### src/sv/box_cluster_bounds_core_macros.svh
// ----------------------------------------------------------------------------
// Box cluster bounds: assertion macros
// Shared concurrent assertion forms, clocked on clk and disabled while rst_n is low.
// ----------------------------------------------------------------------------
`ifndef BOX_CLUSTER_BOUNDS_CORE_MACROS_SVH
`define BOX_CLUSTER_BOUNDS_CORE_MACROS_SVH

// implication that must hold whenever the block is out of reset
`define CBB_ASSERT_IMP(lbl, ante, cons, msg) \
  lbl: assert property (@(posedge clk) disable iff (!rst_n) (ante) |-> (cons)) else $error(msg);

// implication checked in the cycle after the antecedent
`define CBB_ASSERT_NEXT(lbl, ante, cons, msg) \
  lbl: assert property (@(posedge clk) disable iff (!rst_n) (ante) |=> (cons)) else $error(msg);

`endif

### src/sv/cbb_pkg.sv
// ----------------------------------------------------------------------------
// Box cluster bounds package
// Constants and shared types for the front end, queue and cluster engine.
// ----------------------------------------------------------------------------
`timescale 1ns / 1ps
package cbb_pkg;
  localparam int CBB_MAX_BOXES   = 64;
  localparam int CBB_COORD_BITS  = 24;
  localparam int GAP_W           = 12;
  localparam int MEMBER_W        = 7;
  localparam int QUEUE_DEPTH     = 4;
  localparam logic [GAP_W-1:0] GAP_RESET = 12'd640;

  // classification of one request on its way to the engine
  typedef struct packed {
    logic keep;
    logic last;
  } cbb_tag_t;

  localparam int TAG_W = $bits(cbb_tag_t);
endpackage

### src/sv/cbb_queue.sv
// ----------------------------------------------------------------------------
// Box cluster bounds: request queue
// Short register queue between the front end and the cluster engine.
// ----------------------------------------------------------------------------
`timescale 1ns / 1ps
module cbb_queue #(
  parameter int W = 8
) (
  input  logic         clk,
  input  logic         rst_n,
  input  logic         push,
  input  logic [W-1:0] din,
  output logic         full,
  input  logic         pop,
  output logic [W-1:0] dout,
  output logic         empty
);
  import cbb_pkg::*;

  localparam int QP_W = $clog2(QUEUE_DEPTH);
  localparam int QC_W = $clog2(QUEUE_DEPTH + 1);

  logic [W-1:0]    q_r [QUEUE_DEPTH];
  logic [QP_W-1:0] wr_ptr_r;
  logic [QP_W-1:0] rd_ptr_r;
  logic [QC_W-1:0] cnt_r;

  assign full  = (cnt_r == QC_W'(QUEUE_DEPTH));
  assign empty = (cnt_r == '0);
  assign dout  = q_r[rd_ptr_r];

  always_ff @(posedge clk) begin
    if (push && !full) begin
      q_r[wr_ptr_r] <= din;
    end
  end

  always_ff @(posedge clk) begin
    if (!rst_n) begin
      wr_ptr_r <= '0;
      rd_ptr_r <= '0;
      cnt_r    <= '0;
    end else begin
      if (push && !full) begin
        wr_ptr_r <= (wr_ptr_r == QP_W'(QUEUE_DEPTH - 1)) ? '0 : wr_ptr_r + 1'b1;
      end
      if (pop && !empty) begin
        rd_ptr_r <= (rd_ptr_r == QP_W'(QUEUE_DEPTH - 1)) ? '0 : rd_ptr_r + 1'b1;
      end
      cnt_r <= cnt_r + QC_W'(push && !full) - QC_W'(pop && !empty);
    end
  end
endmodule

### config.mk
export PLATFORM = sky130hd
export DESIGN_NAME = cbb_queue
export DESIGN_NICKNAME = d
export VERILOG_FILES = /design/src/sv/box_cluster_bounds_core_macros.svh /design/src/sv/cbb_pkg.sv /design/src/sv/cbb_queue.sv
export SDC_FILE = /design/constraint.sdc
export NUM_CORES = 1
export LEC_CHECK = 0
export ABC_AREA = 1
export BUFFER_PORTS_ARGS = -buffer_cell sky130_fd_sc_hd__buf_2
export CORE_UTILIZATION = 50
export CTS_BUF_LIST = sky130_fd_sc_hd__clkbuf_4 sky130_fd_sc_hd__clkbuf_8
export DETAILED_ROUTE_END_ITERATION = 16
export PLACE_DENSITY = 0.75
export SETUP_SLACK_MARGIN = 0.3
export SLEW_MARGIN = 15
export SYNTH_ARGS = -nofsm -noshare
export SYNTH_HDL_FRONTEND = slang
export SYNTH_SLANG_ARGS = --single-unit
### constraint.sdc
create_clock -name clk -period 3.2 [get_ports clk]
set_input_delay 0.64 -clock clk [delete_from_list [all_inputs] [get_ports clk]]
set_output_delay 0.64 -clock clk [all_outputs]
set_load 0.01 [all_outputs]
==> results.tsv <==
metric	value	unit
synth_top_cell_area_share	0.5710	
worst_r2r_path_depth	10	
cts_tree	yes	
crit_family	flip-flops	
required	2560	ps
ctsHoldBuffers	0	
cellPowerDensity	760.7	nW/um2
min_period_over_period	0.7365	
path_buf_inv	2	
finish.net_count	188	
status	completed	
clockBufferDepth	2	
postCtsSetupBuffers	0	
synth_edf_count	32	
die_h	60.02	um
whs	511.6	ps
max-vdd-ir-drop	0.3776	mV
cp_slowest_cell	dfxtp_1	
final_cell_area	1871	um2
synth_area	1683	um2
area_delta_synth_final	11.15	%
start_kind	register	
place_hpwl	1.928	mm
fin_skew	3.252	ps
hp-class	in -> reg	
drc	0	
cts_buffers	5	
first_iter_violations	66	
use_met3	0.03896	
ys_ff_latch	41	
rows	20	
wl_per_cell	12.65	um
ys_seq_area_frac	0.6781	
cp-end-kind	primary output	
slowest_delay	670	ps
cp.arrival	1720	ps
place.gp.congestion	0.7986	
hold_violations	0	
clk_pin_slew_worst_paths	110	ps
maxSlewViolCount	0	
crit_type	reg -> out	
postLayoutCoreUtil	0.5980	
rsz0062_at_grt	false	
p_leak	0.7591	nW
track_usage	0.1715	
die_area	3602	um2
use_met1	0.2145	
synthArstFlopShare	0	
setup_violations	0	
worstSkewPairLatency	340	ps
avgSynthCellArea	11.85	um2
grtUsageMet2	0.2778	
fillCellCount	255	
synth_top_cell_by_area	edfxtp_1	
fmaxAchievable	424.3	MHz
layout_common_cells	edfxtp_1 (32), nor2_1 (29), buf_2 (21), inv_1 (16)	
drt-pass1-iter-count	4	
max_slew_margin	0.4919	
final_antenna_net_count	0	
synth.net_count	162	
hp-start	din[2]	
diodes	0	
worstMarginPinSlew	759.3	ps
synth.area.top_cells	edfxtp_1 (57%), dfxtp_1 (11%), nor2_1 (6.5%)	
post_route_cells_drive_above_1_share	0.2012	
tns	0	ps
port_buffers	21	
wirelength	2.695	mm
grt-busiest-layer	met2	
rrSetupSlack	1310	ps
grt_pass1_vias	951	
clkSinkCount	41	
vias	1049	
yosysWarnings	0	
cts-htree-levels	2	
num_io_pins	22	
reg2reg_to	cnt_r[2]	
crit_path_max_fanout	17	
synthCells	142	
clockRootBuffer	clkbuf_4	
start_util	0.5380	
setup_ws	843.1	ps
pre_cts_slack	1187	ps
ys_types	20	
grt_max_degree	18	
rr_startpoint	cnt_r[1]	
holdPathStages	1	
grt_pass1_wl	4.236	mm
worstPathCellList	inv_2 > o21ai_0 > o22ai_1 > buf_2	
die_x	60.02	um
post-route-min-period	2357	ps
final_common_cell	edfxtp_1	
antenna_found_initial	0	
ys.flop_type	edfxtp_1	
maxCapViolCount	0	
whs_endpoint	q_r[3][2]	
grt-ovfl-total	0	
cts_resized	0	
core-area	3128	um2
avgViaCountPerCell	4.925	
dpl-instance-area	1821	um2
## worst register-to-register path, delay by kind of cell (launching register included)
family	cells	cell delay, ps
flops	1	350
simple gates	5	500
buf+inv	2	130
fa+ha+maj	3	840
## area by class of cell
type / instances / area (um2) / area share
Multi-Input combinational cell: 82 / 455.4 / 0.2435
Sequential cell: 41 / 1141 / 0.6100
Timing Repair Buffer: 21 / 105.1 / 0.05619
Inverter: 17 / 63.81 / 0.03411
Clock inverter: 3 / 12.51 / 0.006689
Clock buffer: 5 / 37.54 / 0.02007
Tap cell: 44 / 55.05 / 0.02943
## state kept, by name, indices dropped and copies added (netlist names), named ones only
| register | count |
|---|---|
| cnt_r | 3 |
| q_r | 32 |
| rd_ptr_r | 2 |
| wr_ptr_r | 2 |
## Yosys cell counts (7+ instances only)
| library cell | number |
|---|---|
| edfxtp_1 | 32 |
| nor2_1 | 29 |
| inv_1 | 16 |
| nand2_1 | 12 |
| o21ai_0 | 12 |
| dfxtp_1 | 9 |
| o22ai_1 | 8 |
| ha_1 | 7 |
## metal layers
layer	vias up	share of wire	routed length, um
met5	-	0	0
met2	28	0.52	1401
met3	5	0.040	109
met4	0	0.016	42
met1	482	0.42	1141
li1	534	-	-
## how the worst max path moves through the flow
stage / slack [ps] / endpoint / start / cells past startpoint
floorplan: 1360 / cnt_r[2] / push / 7
global placement: 1210 / cnt_r[2] / push / 8
detailed placement: 1190 / cnt_r[2] / push / 8
CTS: 820 / dout[3] / register / 4
global route: 680 / dout[7] / register / 4
finish: 840 / dout[3] / register / 4
## logic make-up (layout without fill, tap and decap cells)
kind of cell	Yosys count	in the layout	synth area share
AO/OA/AOI/OAI	26	26	0.08774
adder cells (fa/ha/maj)	8	8	0.06394
flip-flops	41	41	0.6781
XOR/XNOR	1	1	0.005205
buffers and inverters	19	46	0.05130
AND/OR/NAND/NOR	47	47	0.1138
## metrics by stage
step	std cells	power, mW
floorplan	142	1.069
finish	213	1.423
global route	213	1.534
CTS	213	1.444
global placement	205	1.189
detailed placement	205	1.213
## where the power goes
part,switching [mW],internal [mW]
Combinational,0.283,0.183
Clock,0.152,0.0795
Sequential,0.0609,0.666
Power figures use the tool's default switching activity.
