## src/sv/box_cluster_bounds_core_macros.svh

```systemverilog
// ----------------------------------------------------------------------------
// Box cluster bounds: assertion macros
// Shared concurrent assertion forms, clocked on clk and disabled while rst_n is low.
// ----------------------------------------------------------------------------
`ifndef BOX_CLUSTER_BOUNDS_CORE_MACROS_SVH
`define BOX_CLUSTER_BOUNDS_CORE_MACROS_SVH

// implication that must hold whenever the block is out of reset
`define CBB_ASSERT_IMP(lbl, ante, cons, msg) \
  lbl: assert property (@(posedge clk) disable iff (!rst_n) (ante) |-> (cons)) else $error(msg);

// implication checked in the cycle after the antecedent
`define CBB_ASSERT_NEXT(lbl, ante, cons, msg) \
  lbl: assert property (@(posedge clk) disable iff (!rst_n) (ante) |=> (cons)) else $error(msg);

`endif

```

## src/sv/cbb_pkg.sv

```systemverilog
// ----------------------------------------------------------------------------
// Box cluster bounds package
// Constants and shared types for the front end, queue and cluster engine.
// ----------------------------------------------------------------------------
`timescale 1ns / 1ps
package cbb_pkg;
  localparam int CBB_MAX_BOXES   = 64;
  localparam int CBB_COORD_BITS  = 24;
  localparam int GAP_W           = 12;
  localparam int MEMBER_W        = 7;
  localparam int QUEUE_DEPTH     = 4;
  localparam logic [GAP_W-1:0] GAP_RESET = 12'd640;

  // classification of one request on its way to the engine
  typedef struct packed {
    logic keep;
    logic last;
  } cbb_tag_t;

  localparam int TAG_W = $bits(cbb_tag_t);
endpackage

```

## src/sv/cbb_front.sv

```systemverilog
// ----------------------------------------------------------------------------
// Box cluster bounds: front end
// Accepts box requests, marks each as stored or dropped for capacity.
// ----------------------------------------------------------------------------
`timescale 1ns / 1ps
module cbb_front #(
  parameter int MAX_BOXES = 64
) (
  input  logic              clk,
  input  logic              rst_n,
  input  logic              accept,
  input  logic              last_box,
  output cbb_pkg::cbb_tag_t tag
);
  import cbb_pkg::*;

  localparam int CNT_W = $clog2(MAX_BOXES + 1);

  logic [CNT_W-1:0] set_cnt_r;
  logic             room;

  assign room     = (set_cnt_r != CNT_W'(MAX_BOXES));
  assign tag.keep = room;
  assign tag.last = last_box;

  always_ff @(posedge clk) begin
    if (!rst_n) begin
      set_cnt_r <= '0;
    end else if (accept) begin
      // restart the count once the set closes
      if (last_box) begin
        set_cnt_r <= '0;
      end else if (room) begin
        set_cnt_r <= set_cnt_r + 1'b1;
      end
    end
  end
endmodule

```

## config.mk

```make
export PLATFORM = sky130hd
export DESIGN_NAME = cbb_front
export DESIGN_NICKNAME = d
export VERILOG_FILES = /design/src/sv/box_cluster_bounds_core_macros.svh /design/src/sv/cbb_pkg.sv /design/src/sv/cbb_front.sv
export SDC_FILE = /design/constraint.sdc
export NUM_CORES = 1
export LEC_CHECK = 0
export BUFFER_PORTS_ARGS = -buffer_cell sky130_fd_sc_hd__buf_2
export CORE_AREA = 3 3 40 42
export DETAILED_ROUTE_END_ITERATION = 12
export DIE_AREA = 0 0 43 45
export PLACE_DENSITY_LB_ADDON = 0.08
export SYNTH_ARGS = -nofsm -noshare
export SYNTH_HDL_FRONTEND = slang
export SYNTH_SLANG_ARGS = --single-unit
```

## constraint.sdc

```tcl
create_clock -name clk -period 1.1 [get_ports clk]
set_input_delay 0.11 -clock clk [delete_from_list [all_inputs] [get_ports clk]]
set_output_delay 0.11 -clock clk [all_outputs]
set_load 0.02 [all_outputs]
```

==> results.sh, run 1 <==
export IMPL_slowest_stage="dfxtp_2"
export IMPL_clock_latency_ps=260
export IMPL_rsz0062_at_grt="true"
export IMPL_hold_viol=0
export IMPL_synth_top_area_share_pct=32.65
export IMPL_die_w_um=43
export IMPL_setup_tns_ps=-414.7
export IMPL_syn_to_final_growth_pct=39.94
export IMPL_seqPwrFrac_pct=45.6
export IMPL_first_iter_violations=5
export IMPL_start_util_pct=33.40
export IMPL_drive_gt1_share_pct=44.62
export IMPL_clkSinkCount=7
export IMPL_diodes=0
export IMPL_synth_commonest_cells="7 x dfxtp_1, 7 x nand2_1, 5 x inv_1, 3 x and3_1, 3 x nand3_1"
export IMPL_yosysSeqAreaShare_pct=32.65
export IMPL_path_cells="nor4b_4, nand3_1, buf_6"
export IMPL_synthXorXnorAreaFrac_pct=0
export IMPL_io_buffers=5
export IMPL_rows=13
export IMPL_violations="negative setup slack"
export IMPL_final_cells=80
export IMPL_regArea_um2=153.9
export IMPL_cts_clk_slew_worst_paths_ps=60
export IMPL_top_register="set_cnt_r"
export IMPL_outcome="finished, violations left"
export IMPL_netlist_area_um2=429.2
export IMPL_max_slew_margin_pct=80.77
export IMPL_vias=424
export IMPL_ys_types=25
export IMPL_dp_cells=73
export IMPL_design_area_um2=600.6
export IMPL_core_um2=1285
export IMPL_power_density_nw_per_um2=936.0
export IMPL_ir_drop_mv=0.3780
export IMPL_grt_pass1_vias=424
export IMPL_fin_skew_ps=6.353
export IMPL_antenna_found_initial=0
export IMPL_synth_mux_area_share_pct=0
export IMPL_max_stage_delay_ps=330
export IMPL_yosys_area_top_type="dfxtp_1"
export IMPL_synth_compound_area_share_pct=20.99
export IMPL_synth_top_family_by_area="simple AND/OR/NAND/NOR gates"
export IMPL_routed_wl_um=1163
export IMPL_multi_input_area_um2=306.5
export IMPL_crit_type="reg -> out"
export IMPL_grt_max_degree=13
export IMPL_cts_root_buf="clkbuf_4"
export IMPL_wl_per_cell_um=14.54
export IMPL_maxSlewViolCount=0
export IMPL_setup_ws_ps=-185.5
export IMPL_die_area_um2=1935
export IMPL_synth_area_leaders="dfxtp_1 33%, nand2_1 6.1%, ha_1 5.8%"
export IMPL_tightestPinTransition_ps=287.2
export IMPL_numCtsBuffers=3
export IMPL_fmax_mhz=777.9
export IMPL_antenna_left=0
export IMPL_viasPerCell=5.300
export IMPL_power_frac_comb_pct=11.3
export IMPL_grt_first_pass_wirelength_um=1973
export IMPL_syn_inst=53
export IMPL_synth_adder_area_share_pct=5.831
export IMPL_post_dp_cell_area_um2=496.7
export IMPL_async_flop_share_pct=0
export IMPL_synth_edf_count=0
export IMPL_p_leak_nw=0.2246
export IMPL_clkPwrFrac_pct=43.0
export IMPL_hold_path_class="in -> reg"
export IMPL_crit_required_ps=990
export IMPL_worstPathMaxFanout=2
export IMPL_largest_reg_flops=7
export IMPL_grt_total_usage_pct=14.08
export IMPL_synthFlopType="dfxtp_1"
export IMPL_cp_arrival_ps=1180
export IMPL_synth_simple_gate_area_share_pct=31.78
export IMPL_period_share_pct=116.9
export IMPL_p_sw_w=0.0001463
export IMPL_clk_path_buf_depth=2
export IMPL_setup_viol=6
export IMPL_hpwl_um=779.7
export IMPL_gr_total_overflow=0
export IMPL_start_kind="flop"
export IMPL_cts_htree_levels=1
export IMPL_end_kind="output pin"
export IMPL_ys_warn_count=0
export IMPL_p_sw_share_pct=26.02
export IMPL_fillers=134
export IMPL_top_regs="set_cnt_r x7"
export IMPL_fin_nets=72
export IMPL_drc=0
export IMPL_internal_power_w=0.0004158
export IMPL_dr_pass1_iters=2
export IMPL_place_congestion=0.7099
export IMPL_tritoncts="yes"
export IMPL_io_pins=6
export IMPL_avgSynthCellArea_um2=8.097
export IMPL_finalCriticalPeriod_ps=1286
export IMPL_synth_seq_cells=7
export IMPL_synth_nets=59
export IMPL_die_y_um=45
export IMPL_max_cap_violations=0
[cells in the final DEF, fill, tap and decap left out, drive strengths merged]
master,instances
nor4,1
nand3,3
dfxtp,7
a31o,1
nor4b,1
a311oi,1
nand2b,1
nand3b,1
nor2,2
a31oi,1
ha,2
o21ai,4
inv,5
nor3b,2
clkbuf,4
a32o,2
a21oi,1
nand2,7
o22ai,2
and3,4
o31a,1
nor3,1
buf,11
[power by group through the flow]
stage / Combinational, W / Clock, W / Sequential, W
6_report: 0.0000637 / 0.000242 / 0.000257
5_1_grt: 0.0000693 / 0.000273 / 0.000257
4_1_cts: 0.0000621 / 0.000256 / 0.000256
3_5_place_dp: 0.0000569 / 0 / 0.000268
3_3_place_gp: 0.0000572 / 0 / 0.000268
2_1_floorplan: 0.0000359 / 0 / 0.000267
[worst max-delay path, delay by kind of cell (launching register included)]
kind                   cells  cell delay [ps]
DFF                        1              330
and+or+nand+nor            2              440
buffers and inverters      1              150
[worst paths after layout]
check	slack (ps)	endpoint	start	depth (start not counted)
setup / recovery	-190	tag[1]	set_cnt_r[4]	3
hold reg to reg	510	set_cnt_r[0]	set_cnt_r[0]	2
hold / removal	190	set_cnt_r[6]	rst_n	2
setup reg to reg	-70	set_cnt_r[0]	set_cnt_r[4]	4
[area by class of cell]
type | count | area share (%)
sequential | 7 | 25.63
inverter | 5 | 3.125
tap | 15 | 3.125
timing repair buffer | 11 | 12.71
multi-input combinational | 38 | 51.04
clock buffer | 4 | 4.375
[through the flow]
| step | setup slack, ps | hold slack, ps | power [W] | util (%) |
|---|---|---|---|---|
| after floorplan | 12.77 | 274.7 | 0.0003027 | - |
| after global placement | -84.95 | 457.2 | 0.0003249 | 38.66 |
| after detailed placement | -83.41 | 459.1 | 0.0003246 | 38.66 |
| after CTS | -208.3 | 178.8 | 0.0005746 | 46.45 |
| after global routing | -261.9 | 193.5 | 0.0005989 | 46.74 |
| final | -185.5 | 190.6 | 0.0005621 | 46.74 |
[metal layers]
metal,part of all wire [%],global-route usage [%]
met2,50,24.55
met1,45,15.22
met3,3.7,3.586
met4,1.1,9.036
met5,0,0
[cell families (layout without fill, tap and decap cells)]
kind of cell | Yosys count | in the layout
AO/OA/AOI/OAI | 13 | 13
AND/OR/NAND/NOR | 23 | 23
buffers and inverters | 8 | 20
flip-flops | 7 | 7
adder cells (fa/ha/maj) | 2 | 2
[timing repair]
action | in CTS | in global routing
buffers inserted | 3 | 0
pin swaps | 8 | 1
hold buffers | 0 | 0
resized for setup | 13 | 2
setup endpoints to repair | 6 | 7
No activity file was read; power rests on OpenSTA's default activity.
==> run 2: changes to the inputs <==
Settings changed: SETUP_SLACK_MARGIN from default to 0.05.
==> run 2 against run 1 <==
  * The run still ends with negative setup slack left
  * Maximum frequency increased by 1.5%
  * Via count up 4.5%
  * Count of clock-buffer cells in the layout did not move
==> results.sh, run 2 (synthesis results as in run 1) <==
export IMPL_hpwl_um=726.4
export IMPL_top_register="set_cnt_r"
export IMPL_setup_viol=6
export IMPL_start_util_pct=33.40
export IMPL_die_y_um=45
export IMPL_tightestPinTransition_ps=299.7
export IMPL_ir_drop_mv=0.6222
export IMPL_crit_buf_inv=1
export IMPL_setup_tns_ps=-435.8
export IMPL_worstPathMaxFanout=2
export IMPL_mostFrequentLayoutCell="nand2_1"
export IMPL_violations="negative setup slack"
export IMPL_grt_first_pass_wirelength_um=1842
export IMPL_cts_clk_slew_worst_paths_ps=60
export IMPL_dp_slack_ps=-86.94
export IMPL_io_buffers=5
export IMPL_fillers=134
export IMPL_setup_ws_ps=-166.4
export IMPL_antenna_left=0
export IMPL_antenna_found_initial=0
export IMPL_cp_arrival_ps=1160
export IMPL_fin_nets=71
export IMPL_cts_root_buf="clkbuf_4"
export IMPL_post_dp_cell_area_um2=498.0
export IMPL_max_slew_margin_pct=79.93
export IMPL_largest_reg_flops=7
export IMPL_dr_pass1_iters=5
export IMPL_r2r_setup_slack_ps=-90
export IMPL_cts_htree_levels=1
export IMPL_final_cell_mix="7 x nand2_1, 5 x inv_1, 4 x and3_4, 4 x buf_2"
export IMPL_die_area_um2=1935
export IMPL_power_density_nw_per_um2=886.7
export IMPL_outcome="finished, violations left"
export IMPL_clk_path_buf_depth=2
export IMPL_rows=13
export IMPL_drive_gt1_share_pct=53.13
export IMPL_top_regs="set_cnt_r x7"
export IMPL_drc=0
export IMPL_maxSlewViolCount=0
export IMPL_vias=443
export IMPL_fin_skew_ps=9.943
export IMPL_routed_wl_um=1097
export IMPL_max_stage_delay_ps=340
export IMPL_grt_max_degree=13
export IMPL_clkSinkCount=7
export IMPL_hold_viol=0
export IMPL_finalCriticalPeriod_ps=1266
export IMPL_grt_total_usage_pct=12.58
export IMPL_wl_per_cell_um=13.89
export IMPL_clock_latency_ps=250
export IMPL_syn_to_final_growth_pct=46.94
export IMPL_slowest_stage="dfxtp_2"
export IMPL_diodes=0
export IMPL_period_share_pct=115.1
export IMPL_cp_top_family="simple AND/OR/NAND/NOR gates"
export IMPL_end_kind="output pin"
export IMPL_path_cells="nor4b_4, nand3_1, buf_6"
export IMPL_crit_required_ps=990
export IMPL_p_leak_nw=0.2177
export IMPL_crit_type="reg -> out"
export IMPL_max_cap_violations=0
export IMPL_fin_util_pct=49.08
export IMPL_tritoncts="yes"
export IMPL_place_congestion=0.7176
export IMPL_core_um2=1285
export IMPL_io_pins=6
export IMPL_fmax_mhz=789.6
export IMPL_numCtsBuffers=3
export IMPL_design_area_um2=630.6
export IMPL_start_kind="flop"
export IMPL_die_w_um=43
export IMPL_first_iter_violations=3
export IMPL_hold_path_class="in -> reg"
export IMPL_gr_total_overflow=0
export IMPL_rsz0062_at_grt="true"
export IMPL_grt_pass1_vias=441
export IMPL_viasPerCell=5.608
-- run 2: cell types whose count changed in the layout (fill, tap and decap cells not counted), sizes merged --
cell	delta
buf	-1
-- run 2: path summary, 6_finish.rpt --
kind / start / to / cells after the start
setup reg to reg: set_cnt_r[4] / set_cnt_r[0] / 4
hold reg to reg: set_cnt_r[2] / set_cnt_r[2] / 2
setup / recovery: set_cnt_r[4] / tag[1] / 3
hold / removal: rst_n / set_cnt_r[6] / 2
-- run 2: area by class of cell --
cell class / count / area (um2) / share of cell area (%)
multi-input cells: 38 / 335.3 / 53.17
well taps: 15 / 18.77 / 2.976
clock buffers: 4 / 26.28 / 4.167
repair buffers: 10 / 76.32 / 12.10
inverters: 5 / 18.77 / 2.976
flip-flops and latches: 7 / 155.1 / 24.60
-- run 2: where the power goes --
group	total, W	internal (W)	switching, W
Sequential	0.000257	0.000252	0.00000455
Clock	0.000236	0.000139	0.0000978
Combinational	0.0000660	0.0000259	0.0000402
Total	0.000559	0.000417	0.000143
-- run 2: metal layers --
metal	vias up	GRT usage [%]	share of wire [%]
met5	-	0	0
met2	19	22.16	50
met1	209	13.53	43
li1	215	-	-
met3	0	6.375	7.1
met4	0	3.012	0
-- run 2: what timing repair did --
item                                    in CTS  in global routing
cloned                                       0                  0
hold endpoints to repair                     0                  0
pin swaps                                    4                  4
endpoints found under the setup margin       7                  8
hold buffers                                 0                  0
setup buffers                                2                  1
gates resized for setup                      9                 14
-- run 2: per-stage QoR --
stage | power [W] | std cells | hold WS [ps]
floorplan | 0.0003026 | 53 | 274.7
global placement | 0.0003239 | 73 | 456.4
detailed placement | 0.0003229 | 73 | 449.2
CTS | 0.0005656 | 79 | 182.6
global route | 0.0005856 | 79 | 178.7
finish | 0.0005592 | 79 | 182.6
